### src/design/fsa_pkg.sv
// ----------------------------------------------------------------------------
// fsa_pkg
// Shared types and constants of the fixed step accumulator: field widths,
// request and response structs, register indexes and controller states.
// ----------------------------------------------------------------------------
`default_nettype none

package fsa_pkg;

   // field widths
   localparam int DELTA_BITS    = 32;
   localparam int FRACTION_BITS = 16;
   localparam int PERIOD_W      = 32;
   localparam int CATCH_W       = 8;
   localparam int TIME_W        = 64;

   // derived widths
   localparam int CLAMP_W  = PERIOD_W + CATCH_W;
   localparam int SUM_W    = DELTA_BITS + 1;
   localparam int QUOT_W   = (SUM_W > FRACTION_BITS) ? SUM_W : FRACTION_BITS;
   localparam int CNT_W    = $clog2(QUOT_W + 1);
   localparam int CMP_W    = (DELTA_BITS > CLAMP_W) ? DELTA_BITS : CLAMP_W;

   // defaults taken when a register holds zero
   localparam logic [PERIOD_W-1:0] DEFAULT_PERIOD = PERIOD_W'(16667);
   localparam logic [CATCH_W-1:0]  DEFAULT_CATCH  = CATCH_W'(1);

   // configuration port
   localparam int CSR_INDEX_W = 2;
   localparam int CSR_DATA_W  = 32;
   localparam logic [CSR_INDEX_W-1:0] CSR_STEP_PERIOD     = 2'd0;
   localparam logic [CSR_INDEX_W-1:0] CSR_MAX_CATCH_UP    = 2'd1;
   localparam logic [CSR_INDEX_W-1:0] CSR_MAX_FRAME_DELTA = 2'd2;

   // request kinds
   localparam logic KIND_ADVANCE = 1'b0;
   localparam logic KIND_RESET   = 1'b1;

   typedef struct packed {
      logic                  kind;
      logic [DELTA_BITS-1:0] frame_delta;
      logic [TIME_W-1:0]     start_time;
   } fsa_req_type;

   typedef struct packed {
      logic [CATCH_W-1:0]       step_count;
      logic [FRACTION_BITS-1:0] blend_fraction;
      logic [DELTA_BITS-1:0]    clamped_delta;
      logic                     delta_was_clamped;
      logic [TIME_W-1:0]        sim_time;
      logic [DELTA_BITS-1:0]    leftover;
   } fsa_rsp_type;

   // command to the serial divider
   typedef struct packed {
      logic                start;
      logic [PERIOD_W-1:0] init_rem;
      logic [QUOT_W-1:0]   dividend;
      logic [CNT_W-1:0]    bit_count;
   } fsa_div_cmd_type;

   typedef enum logic [2:0] {
      ST_IDLE,
      ST_CLAMP,
      ST_SUM,
      ST_QUOT,
      ST_SCALE,
      ST_FRAC,
      ST_DONE
   } fsa_state_type;

endpackage

`default_nettype wire

### src/design/fsa_div.sv
// ----------------------------------------------------------------------------
// fsa_div
// Bit-serial restoring divider, one quotient bit per cycle. The partial
// remainder may be preloaded, which gives a fraction division for free.
// ----------------------------------------------------------------------------
`default_nettype none

module fsa_div (
   input  wire logic                            clock,
   input  wire logic                            reset,
   input  wire fsa_pkg::fsa_div_cmd_type        cmd,
   input  wire logic [fsa_pkg::PERIOD_W-1:0]    divisor,
   output logic      [fsa_pkg::QUOT_W-1:0]      quotient,
   output logic      [fsa_pkg::PERIOD_W-1:0]    remainder,
   output logic                                 done
);
   import fsa_pkg::*;

   logic                busy_ff, busy_in;
   logic                done_ff, done_in;
   logic [CNT_W-1:0]    count_ff, count_in;
   logic [QUOT_W-1:0]   quot_ff, quot_in;
   logic [PERIOD_W-1:0] rem_ff, rem_in;

   logic [PERIOD_W:0]   trial;
   logic [PERIOD_W+1:0] diff;
   logic                fits;

   // shift the next dividend bit into the partial remainder, try a subtract
   assign trial = {rem_ff, quot_ff[QUOT_W-1]};
   assign diff  = {1'b0, trial} - {2'b00, divisor};
   assign fits  = ~diff[PERIOD_W+1];

   always_comb begin
      busy_in  = busy_ff;
      done_in  = 1'b0;
      count_in = count_ff;
      quot_in  = quot_ff;
      rem_in   = rem_ff;
      if (cmd.start) begin
         busy_in  = 1'b1;
         count_in = cmd.bit_count;
         quot_in  = cmd.dividend;
         rem_in   = cmd.init_rem;
      end else if (busy_ff) begin
         quot_in  = {quot_ff[QUOT_W-2:0], fits};
         rem_in   = fits ? diff[PERIOD_W-1:0] : trial[PERIOD_W-1:0];
         count_in = count_ff - CNT_W'(1);
         if (count_ff == CNT_W'(1)) begin
            busy_in = 1'b0;
            done_in = 1'b1;
         end
      end
   end

   always_ff @(posedge clock) begin
      if (reset) begin
         busy_ff <= 1'b0;
         done_ff <= 1'b0;
      end else begin
         busy_ff <= busy_in;
         done_ff <= done_in;
      end
   end

   always_ff @(posedge clock) begin
      count_ff <= count_in;
      quot_ff  <= quot_in;
      rem_ff   <= rem_in;
   end

   assign quotient  = quot_ff;
   assign remainder = rem_ff;
   assign done      = done_ff;

endmodule

`default_nettype wire

### src/design/fixed_step_accumulator.sv
// ----------------------------------------------------------------------------
// fixed_step_accumulator
// Turns variable frame deltas into whole fixed simulation steps, keeps the
// simulation time and the leftover time, and gives a blend fraction.
// ----------------------------------------------------------------------------
//
//   channel   direction   handshake             payload
//   req_      in          req_valid/req_ready   fsa_req_type (advance or reset)
//   rsp_      out         rsp_valid/rsp_ready   fsa_rsp_type (one per request)
//   csr_      in          csr_we                csr_index, csr_wdata
//
// an advance request passes through the clamp, sum, quotient, scale, fraction
// and done states from accept to response; the bit-serial divider runs once
// over the sum and once over the fraction
// a reset request passes through only the clamp and done states
// one request is worked at a time; a new request is taken while the previous
// response still waits in the output register
// reset is synchronous; it restores the register defaults and clears time
//
`default_nettype none

module fixed_step_accumulator (
   input  wire logic                               clock,
   input  wire logic                               reset,
   // request channel
   input  wire logic                               req_valid,
   output logic                                    req_ready,
   input  wire fsa_pkg::fsa_req_type               req_data,
   // response channel
   output logic                                    rsp_valid,
   input  wire logic                               rsp_ready,
   output fsa_pkg::fsa_rsp_type                    rsp_data,
   // configuration writes
   input  wire logic                               csr_we,
   input  wire logic [fsa_pkg::CSR_INDEX_W-1:0]    csr_index,
   input  wire logic [fsa_pkg::CSR_DATA_W-1:0]     csr_wdata
);
   import fsa_pkg::*;

   // configuration registers
   logic [PERIOD_W-1:0] period_ff;
   logic [CATCH_W-1:0]  catch_ff;
   logic [PERIOD_W-1:0] max_delta_ff;

   // zero in a register selects its default
   logic [PERIOD_W-1:0] eff_period;
   logic [CATCH_W-1:0]  eff_catch;

   // controller
   fsa_state_type state_ff, state_in;

   // accumulator state
   logic [DELTA_BITS-1:0] rem_ff, rem_in;
   logic [TIME_W-1:0]     sim_ff, sim_in;

   // working registers of the request in flight
   fsa_req_type           req_ff, req_in;
   logic [CLAMP_W-1:0]    clamp_ff, clamp_in;
   logic [DELTA_BITS-1:0] clamped_ff, clamped_in;
   logic                  flag_ff, flag_in;
   logic [CATCH_W-1:0]    steps_ff, steps_in;
   logic [DELTA_BITS-1:0] left_ff, left_in;
   logic [CLAMP_W-1:0]    prod_ff, prod_in;
   fsa_rsp_type           res_ff, res_in;

   // output register
   logic                  rsp_valid_ff, rsp_valid_in;
   fsa_rsp_type           rsp_ff, rsp_in;

   // divider
   fsa_div_cmd_type       div_cmd;
   logic [QUOT_W-1:0]     div_quot;
   logic [PERIOD_W-1:0]   div_rem;
   logic                  div_done;

   // datapath helpers
   logic                  over_clamp;
   logic [DELTA_BITS-1:0] clamped_val;
   logic [SUM_W-1:0]      sum_val;
   logic                  at_limit;
   logic [FRACTION_BITS-1:0] frac_val;

   assign eff_period = (period_ff != '0) ? period_ff : DEFAULT_PERIOD;
   assign eff_catch  = (catch_ff != '0) ? catch_ff : DEFAULT_CATCH;

   // register writes; the user must write only while idle, the block does not enforce it
   always_ff @(posedge clock) begin
      if (reset) begin
         period_ff    <= DEFAULT_PERIOD;
         catch_ff     <= DEFAULT_CATCH;
         max_delta_ff <= '0;
      end else if (csr_we) begin
         unique case (csr_index)
            CSR_STEP_PERIOD:     period_ff    <= PERIOD_W'(csr_wdata);
            CSR_MAX_CATCH_UP:    catch_ff     <= CATCH_W'(csr_wdata);
            CSR_MAX_FRAME_DELTA: max_delta_ff <= PERIOD_W'(csr_wdata);
            default: ;
         endcase
      end
   end

   fsa_div u_div (
      .clock     (clock),
      .reset     (reset),
      .cmd       (div_cmd),
      .divisor   (eff_period),
      .quotient  (div_quot),
      .remainder (div_rem),
      .done      (div_done)
   );

   // clamp compare and sum of the stored remainder with the clamped delta
   assign over_clamp  = CMP_W'(req_ff.frame_delta) > CMP_W'(clamp_ff);
   assign clamped_val = over_clamp ? DELTA_BITS'(clamp_ff) : req_ff.frame_delta;
   assign sum_val     = SUM_W'(rem_ff) + SUM_W'(clamped_val);

   // whole steps reach the catch-up limit
   assign at_limit = (div_quot[QUOT_W-1:CATCH_W] != '0)
                  || (div_quot[CATCH_W-1:0] >= eff_catch);

   // fraction saturates at all ones, which a remainder below the period never hits
   assign frac_val = ((div_quot >> FRACTION_BITS) != '0) ? '1
                   : div_quot[FRACTION_BITS-1:0];

   always_comb begin
      state_in     = state_ff;
      rem_in       = rem_ff;
      sim_in       = sim_ff;
      req_in       = req_ff;
      clamp_in     = clamp_ff;
      clamped_in   = clamped_ff;
      flag_in      = flag_ff;
      steps_in     = steps_ff;
      left_in      = left_ff;
      prod_in      = prod_ff;
      res_in       = res_ff;
      rsp_valid_in = rsp_valid_ff;
      rsp_in       = rsp_ff;
      req_ready    = 1'b0;
      div_cmd      = '0;

      // response taken downstream
      if (rsp_valid_ff && rsp_ready) begin
         rsp_valid_in = 1'b0;
      end

      unique case (state_ff)
         ST_IDLE: begin
            req_ready = 1'b1;
            if (req_valid) begin
               req_in   = req_data;
               state_in = ST_CLAMP;
            end
         end
         ST_CLAMP: begin
            if (req_ff.kind == KIND_RESET) begin
               // load the start time and drop the remainder
               sim_in   = req_ff.start_time;
               rem_in   = '0;
               res_in   = '0;
               res_in.sim_time = req_ff.start_time;
               state_in = ST_DONE;
            end else begin
               // clamp is the register, or period times catch-up when it is zero
               clamp_in = (max_delta_ff != '0) ? CLAMP_W'(max_delta_ff)
                        : CLAMP_W'(eff_period) * CLAMP_W'(eff_catch);
               state_in = ST_SUM;
            end
         end
         ST_SUM: begin
            clamped_in        = clamped_val;
            flag_in           = over_clamp;
            div_cmd.start     = 1'b1;
            div_cmd.init_rem  = '0;
            div_cmd.dividend  = QUOT_W'(sum_val);
            div_cmd.bit_count = CNT_W'(SUM_W);
            state_in          = ST_QUOT;
         end
         ST_QUOT: begin
            if (div_done) begin
               steps_in = at_limit ? eff_catch : div_quot[CATCH_W-1:0];
               left_in  = DELTA_BITS'(div_rem);
               // leftover shifted up by the fraction width over the period
               div_cmd.start     = 1'b1;
               div_cmd.init_rem  = PERIOD_W'(DELTA_BITS'(div_rem));
               div_cmd.dividend  = '0;
               div_cmd.bit_count = CNT_W'(FRACTION_BITS);
               state_in          = ST_SCALE;
            end
         end
         ST_SCALE: begin
            prod_in  = CLAMP_W'(steps_ff) * CLAMP_W'(eff_period);
            state_in = ST_FRAC;
         end
         ST_FRAC: begin
            if (div_done) begin
               sim_in = sim_ff + TIME_W'(prod_ff);
               rem_in = left_ff;
               res_in.step_count        = steps_ff;
               res_in.blend_fraction    = frac_val;
               res_in.clamped_delta     = clamped_ff;
               res_in.delta_was_clamped = flag_ff;
               res_in.sim_time          = sim_ff + TIME_W'(prod_ff);
               res_in.leftover          = left_ff;
               state_in                 = ST_DONE;
            end
         end
         ST_DONE: begin
            // wait for the output register to be free
            if (!rsp_valid_ff || rsp_ready) begin
               rsp_valid_in = 1'b1;
               rsp_in       = res_ff;
               state_in     = ST_IDLE;
            end
         end
         default: begin
            state_in = ST_IDLE;
         end
      endcase
   end

   always_ff @(posedge clock) begin
      if (reset) begin
         state_ff     <= ST_IDLE;
         rsp_valid_ff <= 1'b0;
         rem_ff       <= '0;
         sim_ff       <= '0;
      end else begin
         state_ff     <= state_in;
         rsp_valid_ff <= rsp_valid_in;
         rem_ff       <= rem_in;
         sim_ff       <= sim_in;
      end
   end

   always_ff @(posedge clock) begin
      req_ff     <= req_in;
      clamp_ff   <= clamp_in;
      clamped_ff <= clamped_in;
      flag_ff    <= flag_in;
      steps_ff   <= steps_in;
      left_ff    <= left_in;
      prod_ff    <= prod_in;
      res_ff     <= res_in;
      rsp_ff     <= rsp_in;
   end

   assign rsp_valid = rsp_valid_ff;
   assign rsp_data  = rsp_ff;

endmodule

`default_nettype wire

### config.mk
export PLATFORM = sky130hd
export DESIGN_NAME = fixed_step_accumulator
export DESIGN_NICKNAME = d
export VERILOG_FILES = /design/src/design/fsa_pkg.sv /design/src/design/fsa_div.sv /design/src/design/fixed_step_accumulator.sv
export SDC_FILE = /design/constraint.sdc
export NUM_CORES = 2
export LEC_CHECK = 0
export ABC_CLOCK_PERIOD_IN_PS = 11350
export BUFFER_PORTS_ARGS = -buffer_cell sky130_fd_sc_hd__buf_2
export CAP_MARGIN = 5
export CORE_UTILIZATION = 40
export CTS_CLUSTER_SIZE = 20
export DETAILED_ROUTE_END_ITERATION = 10
export RECOVER_POWER = 25
export SYNTH_ARGS = -nofsm -noshare
export SYNTH_HDL_FRONTEND = slang
export SYNTH_SLANG_ARGS = --single-unit
### constraint.sdc
create_clock -name clock -period 11.35 [get_ports clock]
set_clock_uncertainty 0.2 [all_clocks]
set_input_delay 1.135 -clock clock [delete_from_list [all_inputs] [get_ports clock]]
set_output_delay 1.135 -clock clock [all_outputs]
set_load 0.005 [all_outputs]
==> flow_summary.json <==
{
  "hold_depth": 0,
  "reg2reg_depth": 24,
  "synth_async_sr_flop_share": 0,
  "synth-seq-cells": 801,
  "grt_max_degree": 154,
  "ant_nets": 0,
  "drtIter0Drc": 3242,
  "wl_um": 142700,
  "reg2reg_from": "period_ff[29]$_SDFFE_PP0P_",
  "synthCells": 4820,
  "muxShareOfSynthArea": 0.01149,
  "outcome": "complete, but fails checks",
  "slowest_delay_ps": 860,
  "synth_warnings": 0,
  "reg2reg_to": "clamp_ff[38]$_SDFFCE_PP0P_",
  "max-slew-margin-rel": -1.158,
  "synth_compound_area_frac": 0.1075,
  "yosysSeqAreaShare": 0.4405,
  "hold_viol": 0,
  "hold_slack_ps": 193.4,
  "rows": 130,
  "setup.worst_path.start": "period_ff[29]$_SDFFE_PP0P_",
  "synthAdderAreaFrac": 0.2092,
  "slew_viol_final": 163,
  "cpMostUsedCell": "fa_1",
  "drive_gt1_frac": 0.1052,
  "synth_cell_types": 90,
  "endpoint_kind": "flop",
  "vias": 36176,
  "dieHeight_um": 357.8,
  "start_kind": "flop",
  "power.density_mw_per_mm2": 139.1,
  "post_cts.repair.setup_buffers": 0,
  "postCtsHoldBufs": 0,
  "worstHoldPathType": "reg2reg",
  "hold_end": "rsp_data[16]$_DFFE_PP_",
  "grt_usage": 0.2233,
  "switching_share": 0.2807,
  "min_from": "res_ff[16]$_SDFFCE_PN0P_",
  "path_max_fanout": 19,
  "min_period_over_period": 0.7494,
  "globalplace.congestion": 0.9374,
  "netlist.top_cell.by_area": "edfxtp_1",
  "fin_util": 0.4504,
  "tightest_slew_ps": 3237,
  "pwr-share-seq": 0.457,
  "routedWlPerCell_um": 21.21,
  "path_class": "reg2reg",
  "setup-violations-final": 0,
  "synth_top_family_by_area": "adder cells",
  "cts_tree": "done",
  "clock_latency_ps": 700,
  "overflow": 0,
  "drt-pass1-iter-count": 6,
  "required_ps": 11590,
  "cts_root_buf": "clkbuf_16",
  "area_delta_synth_final_pct": 11.66,
  "fin_crit_ps": 8506,
  "core_area_mm2": 0.1256,
  "grt_pass1_vias": 35649,
  "p_int_mw": 5.659,
  "path_cells": "nor4_1 -> nand4_1 -> nor2_1 -> or2_2 -> clkinv_1 -> nor2_1 -> fa_1 -> fa_1 -> fa_1 -> inv_1 -> fa_1 -> inv_1 -> ha_1 -> a21oi_1 -> o21ai_0 -> a31oi_1 -> o21ai_0 -> a2111oi_0 -> o21ai_1 -> a21oi_1 -> o21ai_1 -> a311oi_1 -> xor2_1 -> nor2_1",
  "p_leak_nw": 24.24,
  "r2r_setup_slack_ps": 2840,
  "clockBufferDepth": 3,
  "crit_slowest_cell": "a2111oi_0",
  "cts_inserted_buffers": 88,
  "violations": "max-capacitance violations, max-slew violations",
  "ctsHtreeMaxLevel": 3,
  "dp_hpwl_um": 107600,
  "arrival_ps": 8740,
  "antenna_found_initial": 8,
  "place_inst": 6565,
  "maxCapViolCount": 3,
  "cts_sinks": 801,
  "grt_pass1_wl_um": 217500,
  "postPlaceCellArea_mm2": 0.05366,
  "cts_resized": 0,
  "stdcell_area_mm2": 0.05656,
  "die-area_mm2": 0.1281,
  "max_freq_mhz": 117.6,
  "netlist_top_cells_area": "edfxtp_1, fa_1, dfxtp_1",
  "synth_flop_cell": "edfxtp_1",
  "num_io_pins": 291,
  "synth_xor_area_frac": 0.02957,
  "stdcell_count": 6729,
  "synthSimpleGateAreaFrac": 0.1500,
  "nets": 5770,
  "clk_pin_slew_ps": 60,
  "io_buffers": 290,
  "power_frac_comb": 0.170,
  "die_w_um": 357.8,
  "clkPwrFrac": 0.373,
  "drc": 0,
  "synth_area_mm2": 0.05065,
  "ir_worst_vdd_mv": 0.1029,
  "start_util": 0.4034,
  "setup_tns_ps": 0,
  "rsz0062_at_grt": "false",
  "synth_fp_nets": 5585,
  "synth-edff-count": 627,
  "p_sw_mw": 2.209,
  "syn_area_per_cell_um2": 10.51,
  "yosys.area.top_type_share": 0.3717,
  "avgViaCountPerCell": 5.376
}
-- cells in the mapped netlist (all sizes together), types with 10 or more instances --
| master | instances |
|---|---|
| nand4 | 51 |
| xnor2 | 103 |
| nand2 | 598 |
| a31o | 11 |
| o21a | 21 |
| a21oi | 309 |
| a311oi | 10 |
| dfxtp | 174 |
| nor2 | 389 |
| o21ai | 186 |
| ha | 266 |
| a21o | 141 |
| o31ai | 13 |
| nor2b | 27 |
| nand3 | 63 |
| mux2 | 41 |
| mux2i | 12 |
| nor4 | 27 |
| a211oi | 24 |
| nand2b | 33 |
| a31oi | 27 |
| edfxtp | 627 |
| o31a | 12 |
| nor3 | 43 |
| and3 | 104 |
| buf | 30 |
| xor2 | 68 |
| or3 | 12 |
| or2 | 12 |
| clkbuf | 205 |
| clkinv | 22 |
| inv | 434 |
| fa | 363 |
| o21bai | 17 |
| and2 | 222 |
-- worst max-delay path by stage --
| stage | to | slack [ps] |
|---|---|---|
| after floorplan | rsp_data[0]$_DFFE_PP_ | 2960 |
| after global placement | clamp_ff[38]$_SDFFCE_PP0P_ | 3080 |
| after detailed placement | clamp_ff[38]$_SDFFCE_PP0P_ | 2940 |
| after CTS | clamp_ff[38]$_SDFFCE_PP0P_ | 2900 |
| after global routing | clamp_ff[38]$_SDFFCE_PP0P_ | 2110 |
| final | clamp_ff[38]$_SDFFCE_PP0P_ | 2840 |
-- layer usage --
layer,wire (um),GRT usage,up-vias
li1,-,-,16833
met1,65660,0.3232,17933
met2,62960,0.3381,1206
met3,10190,0.04056,204
met4,3886,0.07021,0
met5,0,0,-
-- registers in the layout, summed over array words and instances, names as in the netlist --
name / cells
left_ff: 32
flag_ff: 1
rsp_valid: 1
u_div.remainder: 32
steps_ff: 8
req_ff: 97
sim_ff: 64
rem_ff: 32
state_ff: 3
period_ff: 32
u_div.count_ff: 6
u_div.busy_ff: 1
max_delta_ff: 32
prod_ff: 40
u_div.done: 1
clamp_ff: 40
rsp_data: 153
u_div.quotient: 33
res_ff: 153
catch_ff: 8
clamped_ff: 32
-- critical path: cells and delay by family (launching register included) --
kind,cells,cell delay [ps]
adder cells (fa/ha/maj),5,2320
XOR/XNOR,1,180
AND/OR/NAND/NOR,6,1660
AO/OA/AOI/OAI,9,2820
flip-flops,1,580
buffers and inverters,3,470
-- stage by stage --
step | power, mW | setup slack [ps]
after CTS | 7.939 | 2901
after floorplan | 4.560 | 2959
after global placement | 4.964 | 3084
after detailed placement | 4.984 | 2944
final | 7.868 | 2844
after global routing | 8.223 | 2111
-- kinds of logic after synthesis --
family	Yosys count
AO/OA/AOI/OAI	857
flip-flops	801
multiplexers	53
buffers and inverters	691
adder cells (fa/ha/maj)	629
AND/OR/NAND/NOR	1618
XOR/XNOR	171
-- power groups by stage --
| stage | logic [mW] | clock network, mW | registers, mW |
|---|---|---|---|
| 5_1_grt | 1.50 | 3.11 | 3.61 |
| 4_1_cts | 1.34 | 3.00 | 3.59 |
| 3_5_place_dp | 1.33 | 0 | 3.65 |
| 2_1_floorplan | 0.977 | 0 | 3.58 |
| 6_report | 1.34 | 2.94 | 3.60 |
| 3_3_place_gp | 1.31 | 0 | 3.65 |
-- area by class of cell --
cell class	instances	area, um2
Inverter	456	1719
Antenna cell	2	5.005
Tap cell	1650	2064
Timing Repair Buffer	330	1722
Fill cell	11845	69010
Sequential cell	801	22310
Multi-Input combinational cell	3328	25790
Clock inverter	47	584.3
Clock buffer	115	2364
-- layout by cell type, fill, tap and decap left out, types with 33 or more instances in the layout --
cell type  synthesis  final
clkbuf_1         205     56
dfxtp_1          174    174
clkinv_1          22     33
nor3_1            42     42
xor2_1            68     68
and2_1           222    219
nand4_1           51     51
buf_4              0     37
edfxtp_1         627    627
buf_2             10    256
nand2b_1          33     33
ha_1             266    266
and3_1           104    104
nand3_1           63     63
a21o_1           141    141
a21oi_1          306    306
o21ai_0          174    174
mux2_2            41     41
inv_1            430    429
fa_1             363    363
xnor2_1          103    103
nor2_1           389    386
nand2_1          598    596
clkbuf_16          0     88
Power figures use the tool's default switching activity.
